File: config.mk
export PLATFORM = sky130hd
export DESIGN_NAME = llwa_time_mem
export DESIGN_NICKNAME = d
export VERILOG_FILES = /design/src/sv/llwa_pkg.sv /design/src/sv/llwa_time_mem.sv
export SDC_FILE = /design/constraint.sdc
export NUM_CORES = 2
export LEC_CHECK = 0
export BUFFER_PORTS_ARGS = -buffer_cell sky130_fd_sc_hd__buf_4
export CAP_MARGIN = 20
export CORE_ASPECT_RATIO = 0.8
export CORE_MARGIN = 3
export CORE_UTILIZATION = 45
export CTS_CLUSTER_DIAMETER = 80
export DETAILED_ROUTE_END_ITERATION = 10
export GPL_ROUTABILITY_DRIVEN = 0
export PLACE_DENSITY_LB_ADDON = 0.2
export SYNTH_ARGS = -nofsm -noshare
export SYNTH_HDL_FRONTEND = slang
export SYNTH_SLANG_ARGS = --single-unit
File: constraint.sdc
create_clock -name clock -period 7.4 [get_ports clock]
set_input_delay 0.74 -clock clock [delete_from_list [all_inputs] [get_ports clock]]
set_output_delay 0.74 -clock clock [all_outputs]
set_load 0.05 [all_outputs]
File: src/sv/llwa_pkg.sv
// llwa_pkg: shared types and constants for the least-loaded worker assigner.
// No dependencies.
`default_nettype none
package llwa_pkg;

   localparam int TIME_W  = 63;
   localparam int DUR_W   = 32;
   localparam int OIDX_W  = 6;
   localparam int CSR_W   = 7;
   localparam int CSR_RST = 64;

   localparam logic [TIME_W-1:0] TIME_MAX = {TIME_W{1'b1}};

   typedef enum logic [1:0] {
      ST_CLEAR,
      ST_IDLE,
      ST_SCAN,
      ST_ADD
   } llwa_state_type;

   typedef struct packed {
      logic rd_en;
      logic wr_en;
   } llwa_mem_ctl_type;

   typedef struct packed {
      llwa_state_type state;
      logic           res_load;
   } llwa_stat_type;

endpackage
`default_nettype wire

File: src/sv/llwa_time_mem.sv
// llwa_time_mem: free-time memory, one write and one read port, registered read.
// Depends on llwa_pkg.
`default_nettype none
module llwa_time_mem #(
   parameter  int MAX_WORKERS = 64,
   localparam int IDX_W       = (MAX_WORKERS > 1) ? $clog2(MAX_WORKERS) : 1
) (
   input  wire                          clock,
   input  llwa_pkg::llwa_mem_ctl_type   mem_ctl,
   input  wire [IDX_W-1:0]              wr_addr,
   input  wire [llwa_pkg::TIME_W-1:0]   wr_data,
   input  wire [IDX_W-1:0]              rd_addr,
   output logic [llwa_pkg::TIME_W-1:0]  rd_data
);

   logic [llwa_pkg::TIME_W-1:0] time_mem_ff [MAX_WORKERS];
   logic [llwa_pkg::TIME_W-1:0] rd_data_ff;

   always_ff @(posedge clock) begin
      if (mem_ctl.wr_en) begin
         time_mem_ff[wr_addr] <= wr_data;
      end
   end

   always_ff @(posedge clock) begin
      if (mem_ctl.rd_en) begin
         rd_data_ff <= time_mem_ff[rd_addr];
      end
   end

   assign rd_data = rd_data_ff;

endmodule
`default_nettype wire

After elaboration in Yosys (flattened, before gate mapping)
Memories as Yosys holds them, arrays and structs flattened. A register that Yosys moved wholly into a read port is not among the register bits.
Index checks and enable logic that the tools add are counted.
{ "op_classes": {"n_mux": 2} }
{ "op_table": {"columns": ["operator", "n"], "rows": [
  ["two-way mux 1 bit", 2]
]} }
{ "totals": {"register_bits": 0, "ram_bits": 4032, "input_bits": 78, "wordCells": 3, "memories": 1} }
{ "memory_table": {"columns": ["name", "depth", "width", "rd", "rd_ports_with_merged_regs", "write_ports", "line_no", "text"], "rows": [
  ["time_mem_ff", 64, 63, 1, 1, 1, "llwa_time_mem.sv:16", "logic [llwa_pkg::TIME_W-1:0] time_mem_ff [MAX_WORKERS];"]
]} }

Depth between registers and ports, before layout
{ "logic_depth": {"ltp_word": 2, "ltp_mapped": 10, "depth_no_buf": 5} }

Worst setup path before layout
No wires, ideal clock.
{ "synth_timing": {"kind": "input -> register", "startpoint": "in wr_addr[3]", "endpoint": "mem time_mem_ff[48][0] in the netlist's numbering (enable)", "setup_time_ps": 561, "arrival_ps": 5518, "path_slack_ps": 1320, "path_stages": 4, "path_cell_list": "clkbuf_1 -> nor2b_1 -> nand4b_1 -> nor3_1"} }
{ "synth_rtl": {"columns": ["element", "line_no", "text"], "rows": [
  ["start, declared", "llwa_time_mem.sv:10", "input wire [IDX_W-1:0] wr_addr,"],
  ["end, declared", "llwa_time_mem.sv:16", null]
]} }
Straight into the memory's write port.

==> reports/metrics.cfg <==
[place]
io_buffers=140
placed_cells_incl_taps=11000
dpl.hpwl_um=239000
dpl_worst_slack_ns=2.96

[layout]
final_std_cells_w_o_fill=11800
final_layout_size_suffix_gt1_frac=0.270
final_nets=6980
layout-area-overhead-vs-synth_pct=13.1

[synthesis]
yosysWarningCount=0
yosysTopAreaCellShare=0.799
synthesis.area_per_instance_um2=23.5
seq_area_frac_synth=0.799
synth.cells.most_frequent=sky130_fd_sc_hd__edfxtp_1, sky130_fd_sc_hd__mux4_2, sky130_fd_sc_hd__o22ai_1
synth.most_common_cell=sky130_fd_sc_hd__edfxtp_1
netlist_instances=6555
synth.ff_latch_count=4095
synth-async-reset-ratio=0
yosys.area.top_type=sky130_fd_sc_hd__edfxtp_1
synth_fp_nets=6633
netlist_top_cells_area=sky130_fd_sc_hd__edfxtp_1, sky130_fd_sc_hd__mux4_2, sky130_fd_sc_hd__o22ai_1
synth_area_um2=154000
synthDistinctLibCells=33
synth_enable_flop_cells=4095
synth_top_flop_cell=sky130_fd_sc_hd__edfxtp_1

[cts]
htree_levels=5
root_buffer=sky130_fd_sc_hd__clkbuf_16
cts_hold_buffers=0
clock_input_transition_at_the_sequential_cells_of_the_worst_setup_and_hold_paths_ns=0.07
cts_max_path_buffers=4
cts_tree=yes
clock_insertion_delay_worst_skew_ns=0.92
cts_resized=0
number_of_buffers_inserted_by_post_cts_setup_repair=0
cts_bufs_inserted=393
clock_sink_count=4095

[timing]
finalWorstSetupSlack_ns=3.78
max_slew.worst_pin.slew_ns=1.17
achievable-frequency_mhz=276
grt_setup_unrepaired=no
report.final.hold_viol_count=0
hold_slack_ns=0.332
setup_violations=0
final_report_max_slew_violation_count=0
slew_headroom=0.220
setup-tns-final_ns=0
layout_min_cycle_time_ns=3.62
finClkSkew_ns=0.0574
min_period_over_period=0.489

[grt]
grt_max_degree=125
antenna_found_initial=22
grt_first_pass_wirelength_um=617000
grt_overflow=0
vias_in_the_first_global_route=75000
grtUsageTotal=0.255

[floorplanning]
start_util=0.453
io_pins=141
num_rows=191
fp.dieH_um=529
die-area_um2=349000
die-width_um=660
placeableCoreArea_um2=340000

[detailed_routing]
postRouteWirelength_um=448000
antenna_left=0
remaining_drc_errors=0
routed_wirelength_normalized_by_instance_count_um=38.1
detail_route.iter0.violations=11700
vias_per_cell=6.50
routed-via-count=76500
drt-pass1-iter-count=6

[status]
outcome=finished clean

[worst_setup_path]
cp_num_buf_inv=3
critPathKind=input port to flip-flop
start_kind=input port
worst-path-max-fanout=34
critical-path-top-delay-family=buffers and inverters
arrival_ns=4.40
cp_slowest_cell=sky130_fd_sc_hd__nand2b_4
timing.critical_path.cells=buf_4, buf_4, nand2b_4, buf_4, o22ai_1, nor4_1, o22a_1
slowest_delay_ns=0.83
cp_data_required_time_ns=8.18
critPathMostFrequentCell=sky130_fd_sc_hd__buf_4
timing.critical_path.to_type=flip-flop

[pwr]
power.density_cell_area_nw_per_um2=277
power.leakage_nw=53.4
irDropWorstVdd_uv=216

[hold_path]
timing.hold.worst.class=input port to flip-flop

[job]
cap_violations=0

per-layer routing:
layer	global-route usage	part of all wire
met3	0.0464	0.10
met5	0	0.000029
met4	0.0721	0.031
met1	0.384	0.41
met2	0.385	0.46
report_power, final:
group / internal (W) / switching, W / leakage, nW
registers: 0.0257 / 0.0000967 / 36.9
clock network: 0.0115 / 0.00866 / 6.23
logic: 0.000784 / 0.00152 / 10.3
total: 0.0380 / 0.0103 / 53.4
state kept, by name (all words and copies together) (netlist names):
register / flops
time_mem_ff: 4032
rd_data: 63
placed cells by master (no fill, tap or decap), types with 10 or more instances in the layout:
cell / netlist / layout
sky130_fd_sc_hd__edfxtp_1: 4095 / 4095
sky130_fd_sc_hd__mux4_2: 963 / 963
sky130_fd_sc_hd__clkbuf_16: 0 / 400
sky130_fd_sc_hd__o22ai_1: 299 / 299
sky130_fd_sc_hd__buf_4: 51 / 295
sky130_fd_sc_hd__mux2i_1: 104 / 104
sky130_fd_sc_hd__a211oi_1: 103 / 103
sky130_fd_sc_hd__clkinv_1: 0 / 87
sky130_fd_sc_hd__nor2b_1: 87 / 85
sky130_fd_sc_hd__clkinv_2: 0 / 73
sky130_fd_sc_hd__clkbuf_1: 164 / 68
sky130_fd_sc_hd__o221ai_1: 63 / 63
sky130_fd_sc_hd__nor2_4: 0 / 63
sky130_fd_sc_hd__nor2_1: 125 / 62
sky130_fd_sc_hd__nor4_1: 53 / 53
sky130_fd_sc_hd__nor3_1: 55 / 53
sky130_fd_sc_hd__o22a_1: 53 / 53
sky130_fd_sc_hd__a22oi_1: 50 / 50
sky130_fd_sc_hd__bufinv_16: 0 / 45
sky130_fd_sc_hd__buf_12: 0 / 33
sky130_fd_sc_hd__nand3_1: 27 / 26
sky130_fd_sc_hd__clkinvlp_4: 0 / 19
sky130_fd_sc_hd__nand2_1: 23 / 17
sky130_fd_sc_hd__a21oi_1: 14 / 14
sky130_fd_sc_hd__a31oi_1: 10 / 10
sky130_fd_sc_hd__o21ai_0: 10 / 10
sky130_fd_sc_hd__o211a_1: 10 / 10
metrics by stage:
stage	total power, W	cell area (um2)	util
3_3_place_gp	0.0286	161000	0.475
6_report	0.0483	174000	0.513
3_5_place_dp	0.0286	161000	0.475
5_1_grt	0.0496	174000	0.513
2_1_floorplan	0.0276	154000	-
4_1_cts	0.0486	174000	0.513
logic make-up after synthesis:
group	count (synthesis)	synth area share
muxes	1067	0.148
and+or+nand+nor	400	0.0132
AOI/OAI and AO/OA	612	0.0280
buffers and inverters	381	0.0122
DFF	4095	0.799
cell type report:
type	instances	area, um2
Antenna cell	6	15.0
Clock buffer	468	10300
Clock inverter	249	2530
Fill cell	26100	165000
Multi-Input combinational cell	2079	29700
Sequential cell	4095	123000
Tap cell	4535	5670
Timing Repair Buffer	333	2970
path summary, 6_finish.rpt:
check / from / slack, ns / end / cells past startpoint
max: rd_addr[4] / 3.78 / rd_data[19]$_DFFE_PP_ / 7
min reg2reg: time_mem_ff[52][5]$_DFFE_PP_ / 0.91 / rd_data[5]$_DFFE_PP_ / 4
max reg2reg: time_mem_ff[36][58]$_DFFE_PP_ / 5.16 / rd_data[58]$_DFFE_PP_ / 5
min: wr_data[6] / 0.33 / time_mem_ff[44][6]$_DFFE_PP_ / 1
(Power assumes the default switching activity.)
