File: src/sv/llwa_pkg.sv
// llwa_pkg: shared types and constants for the least-loaded worker assigner.
// No dependencies.
`default_nettype none
package llwa_pkg;

   localparam int TIME_W  = 63;
   localparam int DUR_W   = 32;
   localparam int OIDX_W  = 6;
   localparam int CSR_W   = 7;
   localparam int CSR_RST = 64;

   localparam logic [TIME_W-1:0] TIME_MAX = {TIME_W{1'b1}};

   typedef enum logic [1:0] {
      ST_CLEAR,
      ST_IDLE,
      ST_SCAN,
      ST_ADD
   } llwa_state_type;

   typedef struct packed {
      logic rd_en;
      logic wr_en;
   } llwa_mem_ctl_type;

   typedef struct packed {
      llwa_state_type state;
      logic           res_load;
   } llwa_stat_type;

endpackage
`default_nettype wire

File: src/sv/llwa_ctrl.sv
// llwa_ctrl: clearing pass, minimum scan over the free-time memory and
// saturating update. Depends on llwa_pkg.
`default_nettype none
module llwa_ctrl #(
   parameter  int MAX_WORKERS = 64,
   localparam int IDX_W       = (MAX_WORKERS > 1) ? $clog2(MAX_WORKERS) : 1,
   localparam int CNT_W       = $clog2(MAX_WORKERS + 1)
) (
   input  wire                          clock,
   input  wire                          reset,
   input  wire                          req_valid,
   output logic                         req_ready,
   input  wire [llwa_pkg::DUR_W-1:0]    req_dur,
   input  wire [CNT_W-1:0]              active_cnt,
   input  wire                          out_free,
   output llwa_pkg::llwa_mem_ctl_type   mem_ctl,
   output logic [IDX_W-1:0]             mem_waddr,
   output logic [llwa_pkg::TIME_W-1:0]  mem_wdata,
   output logic [IDX_W-1:0]             mem_raddr,
   input  wire [llwa_pkg::TIME_W-1:0]   mem_rdata,
   output llwa_pkg::llwa_stat_type      stat,
   output logic [IDX_W-1:0]             res_idx,
   output logic [llwa_pkg::TIME_W-1:0]  res_start
);

   llwa_pkg::llwa_state_type     state_ff, state_in;
   logic [CNT_W-1:0]             iss_ff, iss_in;
   logic [IDX_W-1:0]             dat_ff, dat_in;
   logic [llwa_pkg::TIME_W-1:0]  best_ff, best_in;
   logic [IDX_W-1:0]             best_idx_ff, best_idx_in;
   logic [llwa_pkg::DUR_W-1:0]   dur_ff, dur_in;
   logic [llwa_pkg::TIME_W:0]    sum;
   logic [llwa_pkg::TIME_W-1:0]  sat;

   always_ff @(posedge clock) begin
      if (reset) begin
         state_ff <= llwa_pkg::ST_CLEAR;
         iss_ff   <= '0;
      end else begin
         state_ff <= state_in;
         iss_ff   <= iss_in;
      end
   end

   always_ff @(posedge clock) begin
      dat_ff      <= dat_in;
      best_ff     <= best_in;
      best_idx_ff <= best_idx_in;
      dur_ff      <= dur_in;
   end

   assign sum = {1'b0, best_ff} + {{(llwa_pkg::TIME_W + 1 - llwa_pkg::DUR_W){1'b0}}, dur_ff};
   assign sat = sum[llwa_pkg::TIME_W] ? llwa_pkg::TIME_MAX : sum[llwa_pkg::TIME_W-1:0];

   always_comb begin
      state_in      = state_ff;
      iss_in        = iss_ff;
      dat_in        = dat_ff;
      best_in       = best_ff;
      best_idx_in   = best_idx_ff;
      dur_in        = dur_ff;
      req_ready     = 1'b0;
      mem_ctl.rd_en = 1'b0;
      mem_ctl.wr_en = 1'b0;
      mem_waddr     = best_idx_ff;
      mem_wdata     = sat;
      mem_raddr     = iss_ff[IDX_W-1:0];
      stat.state    = state_ff;
      stat.res_load = 1'b0;
      case (state_ff)
         llwa_pkg::ST_CLEAR: begin
            mem_ctl.wr_en = 1'b1;
            mem_waddr     = iss_ff[IDX_W-1:0];
            mem_wdata     = '0;
            iss_in        = iss_ff + CNT_W'(1);
            if (iss_ff == CNT_W'(MAX_WORKERS - 1)) begin
               iss_in   = '0;
               state_in = llwa_pkg::ST_IDLE;
            end
         end
         llwa_pkg::ST_IDLE: begin
            req_ready = 1'b1;
            if (req_valid) begin
               dur_in        = req_dur;
               mem_ctl.rd_en = 1'b1;
               mem_raddr     = '0;
               iss_in        = CNT_W'(1);
               dat_in        = '0;
               state_in      = llwa_pkg::ST_SCAN;
            end
         end
         llwa_pkg::ST_SCAN: begin
            if (dat_ff == '0 || mem_rdata < best_ff) begin
               best_in     = mem_rdata;
               best_idx_in = dat_ff;
            end
            if (iss_ff < active_cnt) begin
               mem_ctl.rd_en = 1'b1;
               iss_in        = iss_ff + CNT_W'(1);
            end
            dat_in = dat_ff + IDX_W'(1);
            if (CNT_W'(dat_ff) + CNT_W'(1) == active_cnt) begin
               state_in = llwa_pkg::ST_ADD;
            end
         end
         llwa_pkg::ST_ADD: begin
            if (out_free) begin
               mem_ctl.wr_en = 1'b1;
               stat.res_load = 1'b1;
               state_in      = llwa_pkg::ST_IDLE;
            end
         end
         default: begin
            state_in = llwa_pkg::ST_IDLE;
         end
      endcase
   end

   assign res_idx    = best_idx_ff;
   assign res_start  = best_ff;

endmodule
`default_nettype wire

File: config.mk
export PLATFORM = sky130hd
export DESIGN_NAME = llwa_ctrl
export DESIGN_NICKNAME = d
export VERILOG_FILES = /design/src/sv/llwa_pkg.sv /design/src/sv/llwa_ctrl.sv
export SDC_FILE = /design/constraint.sdc
export NUM_CORES = 1
export LEC_CHECK = 0
export ABC_AREA = 1
export ABC_CLOCK_PERIOD_IN_PS = 5200
export BUFFER_PORTS_ARGS = -buffer_cell sky130_fd_sc_hd__buf_2
export CAP_MARGIN = 20
export CORE_MARGIN = 10
export CORE_UTILIZATION = 50
export CTS_CLUSTER_SIZE = 16
export DETAILED_ROUTE_END_ITERATION = 16
export PLACE_DENSITY = 0.86
export SYNTH_ARGS = -nofsm -noshare
export SYNTH_HDL_FRONTEND = slang
export SYNTH_SLANG_ARGS = --single-unit
File: constraint.sdc
create_clock -name clock -period 5.2 [get_ports clock]
set_input_delay 0.52 -clock clock [delete_from_list [all_inputs] [get_ports clock]]
set_output_delay 0.52 -clock clock [all_outputs]
set_load 0.01 [all_outputs]
## After elaboration in Yosys (flattened, before gate mapping)

Index checks and enable logic that the tools add are counted.

| cells by class | value |
|---|---|
| add/subtract/negate cells | 4 |
| reductions and logical operators | 10 |
| muxes and demuxes | 23 |
| magnitude comparators | 2 |
| equality and inequality tests | 10 |

Operator list:

| kind | count |
|---|---|
| two-way mux 63 bit | 2 |
| adder 63 x 32 -> 64 bit | 1 |
| < comparator 63 bit | 1 |
| two-way mux 6 bit | 4 |
| two-way mux 7 bit | 3 |
| case mux 7 bit (3 select lines) | 1 |
| case mux 6 bit (2 select lines) | 1 |
| != test 2 bit, second input constant | 5 |
| two-way mux 2 bit | 4 |
| case mux 2 bit (4 select lines) | 1 |
| adder 6 x 1 -> 7 bit, second input constant | 1 |
| adder 7 x 1 -> 7 bit, second input constant | 1 |
| equality test 7 x 6 -> 1 bit, second input constant | 1 |
| equality test 7 bit | 1 |
| < comparator 7 bit | 1 |
| adder 6 x 1 -> 6 bit, second input constant | 1 |
| logical NOT 6 bit | 1 |
| AND reduction 2 bit | 3 |
| two-way mux 1 bit | 5 |
| equality test 2 bit, second input constant | 2 |
| case mux 1 bit (2 select lines) | 2 |
| AND reduction 4 bit | 1 |
| AND reduction 3 bit | 1 |
| nonzero test 3 bit | 1 |
| 4 further kinds | 4 |

| word-level totals | value |
|---|---|
| output and inout bits | 150 |
| bits of input ports | 106 |
| word-level logic and storage cells | 55 |
| register bits | 116 |

## Logic depth before layout (Yosys ltp)

Gate-level depths: netlist of the first run.

| depth | value |
|---|---|
| word-level depth | 4 |
| gate-level depth with buffers | 16 |
| gate-level depth less buffers | 16 |

## Worst setup path after synthesis of the first run

OpenSTA, ideal clock, no wires.

| path | value |
|---|---|
| kind | input port to flip-flop |
| start | in mem_rdata[48] (netlist bit) |
| end | reg best_idx_ff[0], in the netlist res_idx[0] (enable) |
| stages on the path | 10 |
| setup time | 0.519 ns |
| arrival | 4.782 ns |
| slack | -0.101 ns |
| buffers on the path | 0 |
| required time | 4.681 ns |
| cell sequence | ha_1 > nand2_1 > inv_1 > o21ai_0 > a21oi_1 > o21ai_0 > nand3_1 > nor2_1 > nand2_1 > a21oi_1 |

| on the way | value |
|---|---|
| cells in the longest elaborated chain, start to end | 3 |

RTL lines:

| what | line | RTL |
|---|---|---|
| start, declared | llwa_ctrl.sv:20 | `input wire [llwa_pkg::TIME_W-1:0] mem_rdata,` |
| < comparator 63 bit | llwa_ctrl.sv:93 | `if (dat_ff == '0 \|\| mem_rdata < best_ff) begin` |
| logical OR 1 bit | llwa_ctrl.sv:93 |  |
| AND reduction 2 bit (no line) | -- |  |
| end signal, assigned | llwa_ctrl.sv:48 | `best_idx_ff <= best_idx_in;` |
| end, declared | llwa_ctrl.sv:30 | `logic [IDX_W-1:0] best_idx_ff, best_idx_in;` |

No other way between the ends.
A chain may end at the register's enable or synchronous reset.

## Worst setup path after layout of the first run

| path | value |
|---|---|
| start | reg best_ff, in the netlist res_start[0] |
| end | out mem_wdata[52] (netlist bit) |

| on the way | value |
|---|---|
| cells in the longest elaborated chain, start to end | 3 |

RTL lines:

| what | line | RTL |
|---|---|---|
| start, declared | llwa_ctrl.sv:29 | `logic [llwa_pkg::TIME_W-1:0] best_ff, best_in;` |
| start signal, assigned | llwa_ctrl.sv:47 | `best_ff <= best_in;` |
| adder 63 x 32 -> 64 bit | llwa_ctrl.sv:52 | `assign sum = {1'b0, best_ff} + {{(llwa_pkg::TIME_W + 1 - llwa_pkg::DUR_W){1'b0}}, dur_ff};` |
| two-way mux 63 bit | llwa_ctrl.sv:53 | `assign sat = sum[llwa_pkg::TIME_W] ? llwa_pkg::TIME_MAX : sum[llwa_pkg::TIME_W-1:0];` |
| two-way mux 63 bit | llwa_ctrl.sv:70 | `case (state_ff)` |
| end, declared | llwa_ctrl.sv:18 | `output logic [llwa_pkg::TIME_W-1:0] mem_wdata,` |

No other way between the ends.

==> results of run 1 <==
## metal layers
layer  track usage  wire (um)  share of wire  vias up
met2         0.486      20100           0.49      469
met1         0.326      16200           0.40     5294
li1              -          -              -     5575
met4        0.0916       1090          0.027        0
met5             0          0              0        -
met3        0.0722       3520          0.086       68
## power by group through the flow
stage	logic (mW)	registers, mW	clock network [mW]
detailed placement	2.51	1.39	0
global route	2.78	1.39	1.22
finish	2.53	1.38	1.18
global placement	2.47	1.38	0
CTS	2.52	1.37	1.18
floorplan	1.53	1.38	0
## through the flow
stage	setup WS (ns)	util	power (mW)
2_1_floorplan	1.29	-	2.91
3_3_place_gp	2.01	0.576	3.85
3_5_place_dp	1.95	0.576	3.90
4_1_cts	1.48	0.602	5.08
5_1_grt	1.24	0.602	5.39
6_report	1.40	0.603	5.08
## layout make-up
cell class / instances / area, um^2
clock inverter: 15 / 146
antenna: 1 / 2.50
multi-input combinational: 1131 / 6190
clock buffer: 17 / 425
inverter: 331 / 1240
tap: 280 / 350
timing repair buffer: 260 / 1310
sequential: 116 / 3390
fill: 2086 / 8620
## flip-flops by register name, summed over array words and instances, names as in the netlist
signal     cells
res_start     63
iss_ff         7
res_idx        6
dur_ff        32
dat_ff         6
state_ff       2
## cell usage in the layout (no fill, tap or decap), types with 9 or more instances in the layout
master and instances:
nor3_1 26, o21ai_1 22, o21ai_0 36, inv_1 323, ha_1 108, a21oi_2 20, xor2_1 31, edfxtp_1 107
nor2_1 126, clkbuf_16 17, a21oi_1 70, dfxtp_1 9, nand4_1 20, nand3_1 91, nor2_2 27, xnor2_1 12
buf_2 255, nand2_1 486, nand2_2 11
## kinds of logic after synthesis
| kind of cell | Yosys count | synth area share |
|---|---|---|
| AOI/OAI and AO/OA | 162 | 0.0838 |
| xor gates and xnor gates | 43 | 0.0344 |
| adders and majority gates | 110 | 0.127 |
| buffers and inverters | 347 | 0.124 |
| DFF | 116 | 0.310 |
| and+or+nand+nor | 816 | 0.321 |
## worst paths after layout
path | from | end | slack [ns] | depth (start not counted)
min | req_dur[10] | dur_ff[10] | 0.26 | 1
max reg2reg | res_start[48] | res_start[48] | 2.12 | 12
min reg2reg | iss_ff[6] | iss_ff[6] | 0.55 | 2
max | res_start[0] | mem_wdata[52] | 1.40 | 15
==> run metrics, run 1 <==
Combinational Power Share 0.497; # H-tree levels 4; CP delay by family, top simple AND/OR/NAND/NOR gates; Slew HR 0.274; fin. max-slew vios 0; Yosys cell types 44; Peak VDD IR 0.513 mV; Final Wtd Congestion 1.03; Critical Path Most Common Cell nand2_1; DP Area 12,500 um^2; hold_ws 0.259 ns; wire length per cell 19.0 um; WL final 40,900 um; worst min-delay path class input port to register; post-CTS sizing 0; Detailed Place HPWL 34,000 um; crit path launch type register; 1st-iter DRT viols 867; # setup viols final 0; Seq pwr share 0.271; Worst Path Class, Setup register to output pin; Crit Path Max Fanout 4; Rows 54; Max Clk Rate 263 MHz; crit path capture type output pin; router iterations before antenna repair 6; grt ovf 0; via count 11,400; Num CTS Buffers 17; layout cell share with drive strength beyond 1 0.200; Die X 168 um; Buf+Inv Stages, Crit Path 1; Initial Util 0.504; most frequent cells after synthesis 486 x nand2_1, 323 x inv_1, 126 x nor2_1, 109 x ha_1, 107 x edfxtp_1; sequential area share after synthesis 0.310; status complete, no violations; largest net degree at the start of global routing 34; crit path max-delay cell type fa_1; number of synthesized flops with an enable pin 107; P_int 2.72 mW; switching share of total power 0.465; Synth area leader edfxtp_1; num ports 256; RSZ-0062 raised after global routing false; Die Y 168 um; Post-synth ARST share 0; Syn Nets 1,810; Synth Warn # 0; Syn Area/Cell 6.86 um^2; PortBufs 255; Clock Tree Root clkbuf_16; placed insts 2,118; Post-Synthesis Cells 1,594; # hold bufs at CTS 0; Final min period 3.80 ns; synth top area cells edfxtp_1 29%, nand2_1 17%, ha_1 12%, inv_1 11%, nor2_1 4.3%; P per Cell Area 389 nW/um^2; Worst EP arrival 3.28 ns; Routed Antenna Nets 0; Setup Buffers After CTS 0; worst skew pair latency 0.43 ns; # nets final 2,073; CP cell instances ha_1 > fa_1 > nand3_1 > nand3_1 > nand3_1 > nand3b_1 > nand2_1 > nand2_1 > nand2_1 > nand2_1 > nand2_1 > nand2_1 > nor2_2 > nor2_2 > buf_2; CP required 4.68 ns; Sw Pwr 2.36 mW; most common cell in the netlist nand2_1; core box area 21,700 um^2; final instance area 13,100 um^2; die area 28,200 um^2; Synth Cell Area 10,900 um^2; slowest stage delay, CP 0.48 ns; Hold Vio Cnt, Final 0; worst slew pin tran 1.08 ns; clock power share 0.232; vias in the first global route 11,400; Most used DFF post-synth edfxtp_1; leak pwr 7.20 nW; vias per inst 5.30; setup TNS 0 ns; antenna violations before repair 1; first-pass GRT wire length 62,300 um; # DRC 0; final setup skew 0.0126 ns; CTS tree done; Clock Path Buffers 2; clock sink count 116; top cell type's share of synthesized area 0.294; max_cap viols 0; Clock transition at path regs 0.07 ns; Area growth syn-to-layout 19.5%; Post-Layout Cell Count 2,151; #FFs+latches synth 116; Tcrit/Tclk final 0.731; GRT Total Usage 0.279
(Power assumes the default switching activity.)
==> run 2: changes to the inputs <==
ABC_AREA = 0   (was 1)
ABC_CLOCK_PERIOD_IN_PS = 3930   (was 5200)
CORE_UTILIZATION = 53   (was 50)
PLACE_DENSITY = 0.9   (was 0.86)
clock period = 3.93 ns   (was 5.2 ns; I/O delays follow)
==> run 2 against run 1 <==
Non-clock buffer count grew 47. Design area is 13% lower. Via count decreased by 26%. Critical path depth shrank 3. Clock skew down 0.0035 ns. Worst hold slack worse by 0.11 ns. Utilization grew 11 points. Global-route usage decreased by 3.1 points. Register-to-register slack got worse by 1.5 ns. Sequential cell count unchanged. Count of clock-buffer cells in the layout increased by 3. Critical path type unchanged.
==> run metrics, run 2 <==
vias per inst 5.97; crit path capture type output pin; Yosys cell types 71; Hold Vio Cnt, Final 0; CP cell instances ha_2 > fa_2 > a21o_1 > a221o_1 > and3_4 > a31oi_4 > o21ai_4 > a221oi_4 > buf_4 > xor2_1 > a21oi_1 > buf_2; synth top area cells edfxtp_1 37%, ha_1 16%, a21oi_1 6.0%, xnor2_1 3.8%, inv_1 3.7%; first-pass GRT wire length 43,900 um; FF-to-FF Start res_start[62]; Final Wtd Congestion 0.964; # DRC 0; commonest non-fill, non-tap cell in the layout buf_2; leak pwr 5.21 nW; 1st-iter DRT viols 750; # nets final 1,403; wire length per cell 20.4 um; Detailed Place HPWL 21,400 um; core box area 15,900 um^2; M1 WL 11,200 um; fin. max-slew vios 0; num ports 256; worst min-delay path class input port to register; most frequent cells after synthesis 109 x ha_1, 107 x edfxtp_1, 104 x a21oi_1, 84 x inv_1, 49 x nor2_1; RSZ-0062 raised after global routing true; Routed Antenna Nets 0; final instance area 11,400 um^2; max reg flops 63; Clock Tree Root clkbuf_16; most common cell in the netlist ha_1; Clock transition at path regs 0.06 ns; layout cell share with drive strength beyond 1 0.343; Post-Synthesis Cells 883; largest net degree at the start of global routing 45; #FFs+latches synth 116; met2 WL 14,200 um; WL final 29,000 um; worst slew pin tran 1.05 ns; Final min period 3.87 ns; most frequent cells in the layout 255 x buf_2, 107 x edfxtp_1, 97 x ha_1; via count 8,472; die area 21,700 um^2; DP Area 10,300 um^2; worst skew pair latency 0.42 ns; met3 WL 2550 um; Critical Path Source res_start[0]; max_cap viols 0; P per Cell Area 397 nW/um^2; Syn Nets 1,099; Synth Warn # 0; grt ovf 0; Max Used Layer met5; Peak VDD IR 0.513 mV; Crit Path Max Fanout 3; GRT Total Usage 0.248; clock sink count 116; Finished Core Util 0.717; Die Y 147 um; Post-Layout Cell Count 1,420; Synth Cell Area 8610 um^2; CTS tree done; # hold bufs at CTS 0; crit path max-delay cell type edfxtp_1; # H-tree levels 4; slowest stage delay, CP 0.40 ns; number of synthesized flops with an enable pin 107; Max Clk Rate 259 MHz; Post-synth ARST share 0; Hold Crit Start req_dur[8]; Worst Path Class, Setup register to output pin; top cell type's share of synthesized area 0.373; # setup viols final 0; antenna violations before repair 5; Clock Path Buffers 2; crit path launch type register; vias in the first global route 8,444; Num CTS Buffers 17; final setup skew 0.00911 ns; router iterations before antenna repair 5; Syn Area/Cell 9.75 um^2; sequential area share after synthesis 0.394; Synth area leader edfxtp_1; CP required 3.54 ns; placed insts 1,354; Area growth syn-to-layout 32.3%; Tcrit/Tclk final 0.984; Slew HR 0.297; Worst EP arrival 3.47 ns; Rows 46; PortBufs 255; status complete, no violations; Die X 147 um; Initial Util 0.542; Most used DFF post-synth edfxtp_1
==> run 2: cell count changes after synthesis, moves of 10 or more <==
cell     previous run  this run
xnor2_1            12        37
nor2_1            126        49
nor2_2             27         1
nand3_1            91        22
a21oi_1            71       104
nand2_2            11         1
a21o_1              0        33
a31oi_1             1        16
and3_1              2        16
inv_1             323        84
xor2_1             31        19
o21ai_1            22         7
nand2_1           486        44
a21oi_2            20         0
==> run 2: final timing paths <==
check | endpoint | slack (ns) | cells past startpoint
setup / recovery | mem_wdata[24] | 0.06 | 12
hold / removal | dur_ff[8] | 0.15 | 1
setup reg to reg | res_start[26] | 0.60 | 8
hold reg to reg | iss_ff[6] | 0.54 | 1
==> run 2: cell type report <==
class | count | area (um^2)
fill | 1149 | 4500
sequential | 116 | 3390
inverter | 84 | 315
clock inverter | 12 | 114
tap | 216 | 270
antenna | 4 | 10.0
multi-input combinational | 661 | 5140
timing repair buffer | 307 | 1710
clock buffer | 20 | 437
==> run 2: worst max-delay path: cells and delay by family, from the launching register on <==
family	cells	cell delay (ns)
AO/OA/AOI/OAI	6	1.34
adder cells (fa/ha/maj)	2	0.57
flip-flops	1	0.40
buffers and inverters	2	0.32
AND/OR/NAND/NOR	1	0.22
XOR/XNOR	1	0.19
==> run 2: kinds of logic after synthesis <==
family                   synth area share
AO/OA/AOI/OAI                       0.186
XOR/XNOR                           0.0570
adder cells (fa/ha/maj)             0.161
buffers and inverters              0.0503
flip-flops                          0.394
multiplexers                      0.00901
AND/OR/NAND/NOR                     0.142
==> run 2: metrics by stage <==
stage / hold slack, ns / setup slack (ns) / setup TNS [ns] / power (mW)
after global routing: 0.133 / -0.0433 / -0.282 / 4.72
after CTS: 0.129 / 0.00190 / 0 / 4.44
after floorplan: 0.468 / 0.359 / 0 / 2.38
after global placement: 0.505 / 0.122 / 0 / 2.90
final: 0.148 / 0.0642 / 0 / 4.52
after detailed placement: 0.522 / 0.0105 / 0 / 2.93
==> run 2: power by group <==
| group | switching [mW] | total (mW) | internal, mW |
|---|---|---|---|
| Combinational | 0.890 | 1.51 | 0.618 |
| Clock | 0.565 | 1.48 | 0.919 |
| Sequential | 0.0765 | 1.52 | 1.45 |
| Total | 1.53 | 4.52 | 2.99 |
==> run 2: repair_timing <==
item | in CTS | in global routing
buffers inserted | 9 | 19
pin swaps | 8 | 22
endpoints found under the setup margin | 40 | 41
cloned | 1 | 2
resized for setup | 22 | 46
==> run 2: metal layers <==
metal,track usage,vias to the layer above
li1,-,3930
met2,0.416,459
met3,0.0711,89
met4,0.114,2
met5,0,-
met1,0.287,3992
